===== config.mk =====
export PLATFORM = sky130hd
export DESIGN_NAME = color_temperature_setpoint_smoother_unit
export DESIGN_NICKNAME = d
export VERILOG_FILES = /design/src/hdl/ctss_pkg.sv /design/src/hdl/ctss_ctrl.sv /design/src/hdl/ctss_datapath.sv /design/src/hdl/color_temperature_setpoint_smoother_unit.sv
export SDC_FILE = /design/constraint.sdc
export NUM_CORES = 2
export LEC_CHECK = 0
export ABC_AREA = 1
export BUFFER_PORTS_ARGS = -buffer_cell sky130_fd_sc_hd__buf_2
export CAP_MARGIN = 20
export CORE_UTILIZATION = 39
export CTS_BUF_LIST = sky130_fd_sc_hd__clkbuf_2 sky130_fd_sc_hd__clkbuf_4 sky130_fd_sc_hd__clkbuf_8
export DETAILED_ROUTE_END_ITERATION = 7
export PLACE_DENSITY = 0.61
export RECOVER_POWER = 50
export SLEW_MARGIN = 25
export SYNTH_ARGS = -nofsm -noshare
export SYNTH_HDL_FRONTEND = slang
export SYNTH_HIERARCHICAL = 1
export SYNTH_SLANG_ARGS = --single-unit

===== constraint.sdc =====
create_clock -name clk -period 17.17 [get_ports clk]
set_input_delay 3.434 -clock clk [delete_from_list [all_inputs] [get_ports clk]]
set_output_delay 3.434 -clock clk [all_outputs]
set_load 0.02 [all_outputs]

===== src/hdl/ctss_pkg.sv =====
`timescale 1ns / 1ps
`default_nettype none
// ----------------------------------------------------------------------------
// ctss_pkg
// Shared types and constants for the color temperature setpoint smoother.
// ----------------------------------------------------------------------------
package ctss_pkg;

  localparam int TEMP_W     = 16;
  localparam int FRAC_BITS  = 8;
  localparam int FX_W       = TEMP_W + FRAC_BITS;
  localparam int BAND_W     = 10;
  localparam int LEN_W      = 16;
  localparam int PROD_W     = FX_W + LEN_W;
  localparam int DIV_STEPS  = FX_W;
  localparam int CNT_W      = $clog2(DIV_STEPS);
  localparam int KIND_W     = 2;
  localparam int CFG_IDX_W  = 1;
  localparam int CFG_DATA_W = 16;
  localparam int OUT_DATA_W = 40;

  localparam logic [TEMP_W-1:0] DEFAULT_KELVIN = TEMP_W'(6500);
  localparam logic [BAND_W-1:0] DEADBAND_RESET = BAND_W'(10);
  localparam logic [LEN_W-1:0]  RAMP_RESET     = LEN_W'(100);

  localparam logic [KIND_W-1:0] KIND_SMOOTH    = 2'd0;
  localparam logic [KIND_W-1:0] KIND_IMMEDIATE = 2'd1;
  localparam logic [KIND_W-1:0] KIND_TICK      = 2'd2;

  localparam logic [CFG_IDX_W-1:0] CFG_DEADBAND   = 1'd0;
  localparam logic [CFG_IDX_W-1:0] CFG_RAMP_TICKS = 1'd1;

  typedef enum logic [2:0] {
    ST_IDLE,
    ST_EVAL,
    ST_LOAD,
    ST_DIV,
    ST_FIN
  } state_t;

  typedef struct packed {
    logic load_in;
    logic mul_en;
    logic div_load;
    logic div_step;
    logic commit;
  } ctss_cmd_t;

  typedef struct packed {
    logic need_div;
    logic out_free;
  } ctss_status_t;

endpackage
`default_nettype wire


===== src/hdl/ctss_ctrl.sv =====
`timescale 1ns / 1ps
`default_nettype none
// ----------------------------------------------------------------------------
// ctss_ctrl
// Sequencer: accepts a transaction, steps the multiply and the divider, and
// commits the result once the output register is free.
// ----------------------------------------------------------------------------
module ctss_ctrl (
  input  wire logic                  clk,
  input  wire logic                  rst,
  input  wire logic                  s_tvalid,
  output logic                       s_tready,
  input  wire ctss_pkg::ctss_status_t status,
  output ctss_pkg::ctss_cmd_t        cmd
);
  import ctss_pkg::*;

  state_t           state, state_next;
  logic [CNT_W-1:0] cnt, cnt_next;

  always_ff @(posedge clk) begin
    if (rst) begin
      state <= ST_IDLE;
      cnt   <= '0;
    end else begin
      state <= state_next;
      cnt   <= cnt_next;
    end
  end

  always_comb begin
    state_next = state;
    unique case (state)
      ST_IDLE: if (s_tvalid) state_next = ST_EVAL;
      ST_EVAL: state_next = status.need_div ? ST_LOAD : ST_FIN;
      ST_LOAD: state_next = ST_DIV;
      ST_DIV:  if (cnt == CNT_W'(DIV_STEPS - 1)) state_next = ST_FIN;
      ST_FIN:  if (status.out_free) state_next = ST_IDLE;
      default: state_next = ST_IDLE;
    endcase
  end

  always_comb begin
    cmd      = '0;
    s_tready = 1'b0;
    cnt_next = cnt;
    unique case (state)
      ST_IDLE: begin
        s_tready    = 1'b1;
        cmd.load_in = s_tvalid;
      end
      ST_EVAL: cmd.mul_en = 1'b1;
      ST_LOAD: begin
        cmd.div_load = 1'b1;
        cnt_next     = '0;
      end
      ST_DIV: begin
        cmd.div_step = 1'b1;
        cnt_next     = cnt + CNT_W'(1);
      end
      ST_FIN: cmd.commit = status.out_free;
      default: ;
    endcase
  end

endmodule
`default_nettype wire


===== src/hdl/ctss_datapath.sv =====
`timescale 1ns / 1ps
`default_nettype none
// ----------------------------------------------------------------------------
// ctss_datapath
// Ramp state, configuration, step multiplier, radix-2 divider and the
// output register.
// ----------------------------------------------------------------------------
module ctss_datapath (
  input  wire logic                              clk,
  input  wire logic                              rst,
  input  wire logic                              cfg_we,
  input  wire logic [ctss_pkg::CFG_IDX_W-1:0]    cfg_index,
  input  wire logic [ctss_pkg::CFG_DATA_W-1:0]   cfg_data,
  input  wire logic [ctss_pkg::TEMP_W-1:0]       s_tdata,
  input  wire logic [ctss_pkg::KIND_W-1:0]       s_tuser,
  output logic                                   m_tvalid,
  input  wire logic                              m_tready,
  output logic [ctss_pkg::OUT_DATA_W-1:0]        m_tdata,
  output logic                                   m_tuser,
  input  wire ctss_pkg::ctss_cmd_t               cmd,
  output ctss_pkg::ctss_status_t                 status
);
  import ctss_pkg::*;

  logic [BAND_W-1:0] deadband;
  logic [LEN_W-1:0]  ramp_len;
  logic [FX_W-1:0]   last_written, last_written_next;
  logic [TEMP_W-1:0] ramp_target, ramp_target_next;
  logic              ramp_active, ramp_active_next;
  logic [LEN_W-1:0]  elapsed, elapsed_next;

  logic [KIND_W-1:0] kind_q;
  logic [TEMP_W-1:0] temp_q;
  logic [PROD_W-1:0] product;
  logic              dir_up;
  logic [LEN_W-1:0]  rem;
  logic [FX_W-1:0]   quot;

  logic [LEN_W-1:0]  len_eff;
  logic [LEN_W-1:0]  elapsed_inc;
  logic [FX_W-1:0]   tgt_fx;
  logic [FX_W-1:0]   temp_fx;
  logic [FX_W-1:0]   band;
  logic              up;
  logic [FX_W-1:0]   span;
  logic [LEN_W:0]    trial;
  logic              ramp_end;
  logic [FX_W-1:0]   offer;
  logic [FX_W-1:0]   offer_diff;
  logic [FX_W-1:0]   set_diff;
  logic              wrote;
  logic [TEMP_W-1:0] shown;

  assign len_eff     = (ramp_len == '0) ? LEN_W'(1) : ramp_len;
  assign elapsed_inc = elapsed + LEN_W'(1);
  assign tgt_fx      = {ramp_target, FRAC_BITS'(0)};
  assign temp_fx     = {temp_q, FRAC_BITS'(0)};
  assign band        = FX_W'({deadband, FRAC_BITS'(0)});
  assign up          = tgt_fx >= last_written;
  assign span        = up ? (tgt_fx - last_written) : (last_written - tgt_fx);
  assign ramp_end    = elapsed_inc >= len_eff;
  assign trial       = {rem, quot[FX_W-1]};

  assign status.need_div = (kind_q == KIND_TICK) && ramp_active && !ramp_end;
  assign status.out_free = !m_tvalid || m_tready;

  always_comb begin
    offer      = ramp_end ? tgt_fx : (dir_up ? last_written + quot : last_written - quot);
    offer_diff = (offer >= last_written) ? (offer - last_written) : (last_written - offer);
    set_diff   = (temp_fx >= last_written) ? (temp_fx - last_written)
                                           : (last_written - temp_fx);
    last_written_next = last_written;
    ramp_target_next  = ramp_target;
    ramp_active_next  = ramp_active;
    elapsed_next      = elapsed;
    wrote             = 1'b0;
    shown             = '0;
    case (kind_q)
      KIND_IMMEDIATE: begin
        ramp_active_next  = 1'b0;
        last_written_next = temp_fx;
        wrote             = 1'b1;
        shown             = temp_q;
      end
      KIND_SMOOTH: begin
        ramp_active_next = 1'b0;
        if (set_diff >= band) begin
          ramp_target_next = temp_q;
          elapsed_next     = '0;
          ramp_active_next = 1'b1;
        end
      end
      KIND_TICK: begin
        if (ramp_active) begin
          elapsed_next = elapsed_inc;
          if (ramp_end) ramp_active_next = 1'b0;
          if (offer_diff > band) begin
            last_written_next = offer;
            wrote             = 1'b1;
            shown             = offer[FX_W-1:FRAC_BITS];
          end
        end
      end
      default: ;
    endcase
  end

  always_ff @(posedge clk) begin
    if (rst) begin
      deadband     <= DEADBAND_RESET;
      ramp_len     <= RAMP_RESET;
      last_written <= {DEFAULT_KELVIN, FRAC_BITS'(0)};
      ramp_target  <= DEFAULT_KELVIN;
      ramp_active  <= 1'b0;
      elapsed      <= '0;
      m_tvalid     <= 1'b0;
    end else begin
      if (cfg_we) begin
        unique case (cfg_index)
          CFG_DEADBAND:   deadband <= cfg_data[BAND_W-1:0];
          CFG_RAMP_TICKS: ramp_len <= cfg_data[LEN_W-1:0];
          default: ;
        endcase
      end
      if (m_tvalid && m_tready) m_tvalid <= 1'b0;
      if (cmd.commit) begin
        last_written <= last_written_next;
        ramp_target  <= ramp_target_next;
        ramp_active  <= ramp_active_next;
        elapsed      <= elapsed_next;
        m_tvalid     <= 1'b1;
      end
    end
  end

  always_ff @(posedge clk) begin
    if (cmd.load_in) begin
      kind_q <= s_tuser;
      temp_q <= s_tdata;
    end
    if (cmd.mul_en) begin
      product <= PROD_W'(span) * PROD_W'(elapsed_inc);
      dir_up  <= up;
    end
    if (cmd.div_load) begin
      rem  <= product[PROD_W-1:FX_W];
      quot <= product[FX_W-1:0];
    end else if (cmd.div_step) begin
      if (trial >= {1'b0, len_eff}) begin
        rem  <= LEN_W'(trial - {1'b0, len_eff});
        quot <= {quot[FX_W-2:0], 1'b1};
      end else begin
        rem  <= trial[LEN_W-1:0];
        quot <= {quot[FX_W-2:0], 1'b0};
      end
    end
    if (cmd.commit) begin
      m_tuser <= wrote;
      m_tdata <= {7'd0, ramp_active_next, last_written_next[FX_W-1:FRAC_BITS], shown};
    end
  end

endmodule
`default_nettype wire


===== src/hdl/color_temperature_setpoint_smoother_unit.sv =====
`timescale 1ns / 1ps
`default_nettype none
// ----------------------------------------------------------------------------
// color_temperature_setpoint_smoother_unit
// Setpoint ramp with deadband for a display color temperature.
//
// Input transactions carry a command kind on s_tuser (smooth set, immediate
// set or time tick) and a temperature in whole Kelvin on s_tdata. Every input
// transaction yields exactly one output transaction with the write flag,
// the displayed value, the current value and the ramp status.
// Set commands and ticks that finish or skip a ramp pass from acceptance
// through the evaluate and finish states to a valid output. A tick in the
// middle of a ramp also passes the load and divide states: the step product
// is divided by the ramp length in a radix-2 divider that resolves one of 24
// quotient bits per cycle. One transaction is worked on at a time; s_tready
// rises again the cycle after the output register is loaded.
// The output register holds its result while m_tready is low; a finished
// result waits in the finish state until the register is free, and the next
// input can be accepted while only the output register holds a result.
// Reset restores the deadband (10 K) and ramp length (100 ticks), sets the
// current value and target to 6500 K and stops any ramp. Users must write the
// configuration port while no transaction is in flight; not enforced here.
// ----------------------------------------------------------------------------
module color_temperature_setpoint_smoother_unit (
  input  wire logic                             clk,
  input  wire logic                             rst,
  input  wire logic                             cfg_we,
  input  wire logic [ctss_pkg::CFG_IDX_W-1:0]   cfg_index,
  input  wire logic [ctss_pkg::CFG_DATA_W-1:0]  cfg_data,
  input  wire logic                             s_tvalid,
  output logic                                  s_tready,
  // [15:0] temperature
  input  wire logic [ctss_pkg::TEMP_W-1:0]      s_tdata,
  // [1:0] kind
  input  wire logic [ctss_pkg::KIND_W-1:0]      s_tuser,
  output logic                                  m_tvalid,
  input  wire logic                             m_tready,
  // [15:0] display_temperature, [31:16] current_temperature, [32] ramping
  output logic [ctss_pkg::OUT_DATA_W-1:0]       m_tdata,
  // [0] write_valid
  output logic                                  m_tuser
);
  import ctss_pkg::*;

  ctss_cmd_t    cmd;
  ctss_status_t status;

  ctss_ctrl u_ctrl (
    .clk      (clk),
    .rst      (rst),
    .s_tvalid (s_tvalid),
    .s_tready (s_tready),
    .status   (status),
    .cmd      (cmd)
  );

  ctss_datapath u_datapath (
    .clk       (clk),
    .rst       (rst),
    .cfg_we    (cfg_we),
    .cfg_index (cfg_index),
    .cfg_data  (cfg_data),
    .s_tdata   (s_tdata),
    .s_tuser   (s_tuser),
    .m_tvalid  (m_tvalid),
    .m_tready  (m_tready),
    .m_tdata   (m_tdata),
    .m_tuser   (m_tuser),
    .cmd       (cmd),
    .status    (status)
  );

endmodule
`default_nettype wire

==> results.txt <==
H-tree levels - 2
CP required - 17.54 ns
Commonest cells in the netlist - 935 x nand2_1, 725 x inv_1, 360 x nor2_1, 312 x fa_1, 303 x ha_1
Full die area - 0.0798 sq mm
Final setup fails - 0
Syn_area_per_cell - 7.53 sq um
Hold Fails Final Rpt - 0
Post-synthesis sequential area ratio - 19.0%
R2R setup slack - 5.33 ns
Hold EP - u_ctrl/cnt[4]
Period minus WS final - 11.84 ns
Synthesized cell area - 0.0307 sq mm
Maximum operating frequency - 84.5 MHz
Routed WL per cell - 20.7 um
Post-synth top area cell - fa_1
Critical Path Max Stage Delay - 1.09 ns
LEAKAGE - 16.3 nW
GRT overflow - 0
Outcome - finished, violations left
GP Congestion - 1.03
Most frequent cell after synthesis - nand2_1
DR iter-0 viols - 2408
FFs w/ async S/R, synth - 0%
Clock sinks - 225
Share of the synthesized area in the top cell type - 20.4%
Largest net degree at the start of global routing - 63
Critical path's slowest cell - a21oi_1
R2r endpoint - u_datapath/product[29]
Final Cycle Share - 69.0%
CTS tree - done
Pre-antenna DRT Iters - 8
Post-cts resize count - 0
Cells after Synth - 4075
Initial Util - 39.5%
Number of global-route vias before repair - 27300
Die width - 282 um
Cell variety after synth - 62
Utilization after layout - 42.5%
Worst-path fanout max - 28
First-pass GRT wire length - 164000 um
Worst Tran Pin Value - 2.98 ns
Syn. warnings - 6
Layout net count - 4770
Worst path arrival time - 12.21 ns
FF-to-FF path depth - 40
Site Rows - 102
Final Hold Slack - 0.491 ns
Buffers on Ports - 75
Die Ht - 282 um
Core area - 0.0776 sq mm
Peak supply drop - 0.000242 V
Total CTS buffers - 44
WL final - 108000 um
# hold bufs at CTS - 0
Root Buffer - clkbuf_8
Element type at the critical path start - flip-flop
Ys flop type - edfxtp_1
Worst relative slew slack - -99.0%
Initial antenna violation count - 3
Tot GR Track Use - 27.3%
Failing checks - capacitance limit, slew limit
Max-cap check violation count - 5
DP HPWL - 88500 um
Share of post-route cells with drive strength above 1 - 6.12%
Clk_lat worst skew - 0.67 ns
ANT nets after route - 0
Hold Crit Class - reg2reg
Area Overhead vs Synth - 7.56%
CP endpoint kind - flip-flop
Post-synth EDFFs - 133
RSZ-0062 raised after global routing - no
Post-CTS Setup Bufs - 0
DR DRC count - 0
Max Clock Skew - 0.0769 ns
Hold_sp - u_ctrl/cnt[4]
Kind of critical path - reg2reg
Max Slew Vio Count - 221
Power per Cell Area - 168 mW/mm^2
Clk pin slew, worst setup/hold paths - 0.06 ns
Placed Cells - 5109
Vias - 27600
Final non-filler cell total - 5191
IO Count - 83
Worst hold path depth - 2
Synth Register Bits - 225
Longest Clk Path Bufs - 3
R2R Path Start - u_datapath/last_written[0]
Via/cell ratio - 5.32
TNS Setup - 0 ns
Synth area leaders - fa_1 20%, edfxtp_1 13%, ha_1 12%
Most used cell, CP - nand2_1
-- worst max-delay path by stage --
stage,start,endpoint,slack [ns],cells past startpoint
2_1_floorplan,m_tready,u_datapath/elapsed[5],7.62,11
3_3_place_gp,u_datapath/elapsed[0],u_datapath/last_written[20],5.94,55
3_5_place_dp,u_datapath/elapsed[0],u_datapath/last_written[16],5.65,55
4_1_cts,u_datapath/elapsed[0],u_datapath/last_written[16],5.63,55
5_1_grt,u_datapath/last_written[0],u_datapath/product[29],4.52,38
6_report,u_datapath/last_written[0],u_datapath/product[29],5.33,40
-- flip-flops by register name, indices dropped and copies added, names as in the netlist, 10 cells and up --
name                     cells
u_datapath/product          40
u_datapath/m_tdata          33
u_datapath/last_written     24
u_datapath/quot             24
u_datapath/elapsed          16
u_datapath/ramp_len         16
u_datapath/ramp_target      16
u_datapath/rem              16
u_datapath/temp_q           16
u_datapath/deadband         10
-- per-layer routing --
layer	GRT usage, %	share of wire, %	vias up
li1	-	-	13000
met1	36.2	43	13400
met2	44.2	46	1063
met3	3.65	6.6	231
met4	12.3	4.9	4
met5	0	0.029	-
-- logic make-up (layout without fill, tap and decap cells) --
kind of cell,Yosys count,in the layout,synth area share [%]
AOI/OAI and AO/OA,633,633,11.5
adders and majority gates,615,615,32.7
buffers and inverters,872,941,11.1
DFF,225,225,19.0
and+or+nand+nor,1579,1579,21.3
muxes,5,5,0.163
xor gates and xnor gates,145,145,4.16
other,1,8,0.0122
-- power breakdown --
group          leakage, nW  total [mW]  switching (mW)  internal (mW)
Clock                0.500       0.609           0.267          0.342
Combinational         13.8        4.17            2.92           1.25
Sequential            1.99       0.765          0.0563          0.708
Total                 16.3        5.54            3.24           2.30
-- layout by cell type (no fill, tap or decap), types with 42 or more instances in the layout --
cell type and instances:
nor2_1 361, xor2_1 99, o21ai_0 218, xnor2_1 42
dfxtp_1 92, edfxtp_1 133, nand3_1 120, buf_2 62
fa_1 312, inv_1 726, nand2_1 936, ha_1 303
clkbuf_8 46, a21oi_1 276, nand4_1 47
-- area by class of cell --
class                      count  area (sq um)
fill                        8138         44600
multi-input combinational   2984         21500
sequential                   225          5840
inverter                     752          2820
tap                         1040          1300
clock buffer                  59           731
timing repair buffer         108           581
clock inverter                22           238
antenna                        1          2.50
-- worst max-delay path: cells and delay by family, from the launching register on --
| kind | cells | cell delay [ns] |
|---|---|---|
| flops | 1 | 0.72 |
| fa+ha+maj | 8 | 3.70 |
| simple gates | 10 | 0.90 |
| compound gates | 13 | 4.21 |
| buf+inv | 9 | 2.00 |
-- through the flow --
| stage | area, sq um | worst slack, ns | total power [mW] |
|---|---|---|---|
| finish | 33000 | 5.33 | 5.54 |
| global placement | 32100 | 5.94 | 4.90 |
| detailed placement | 32100 | 5.65 | 4.89 |
| CTS | 33100 | 5.63 | 5.54 |
| global route | 33000 | 4.52 | 6.00 |
| floorplan | 30700 | 7.62 | 3.51 |
No activity file was read; power rests on OpenSTA's default activity.
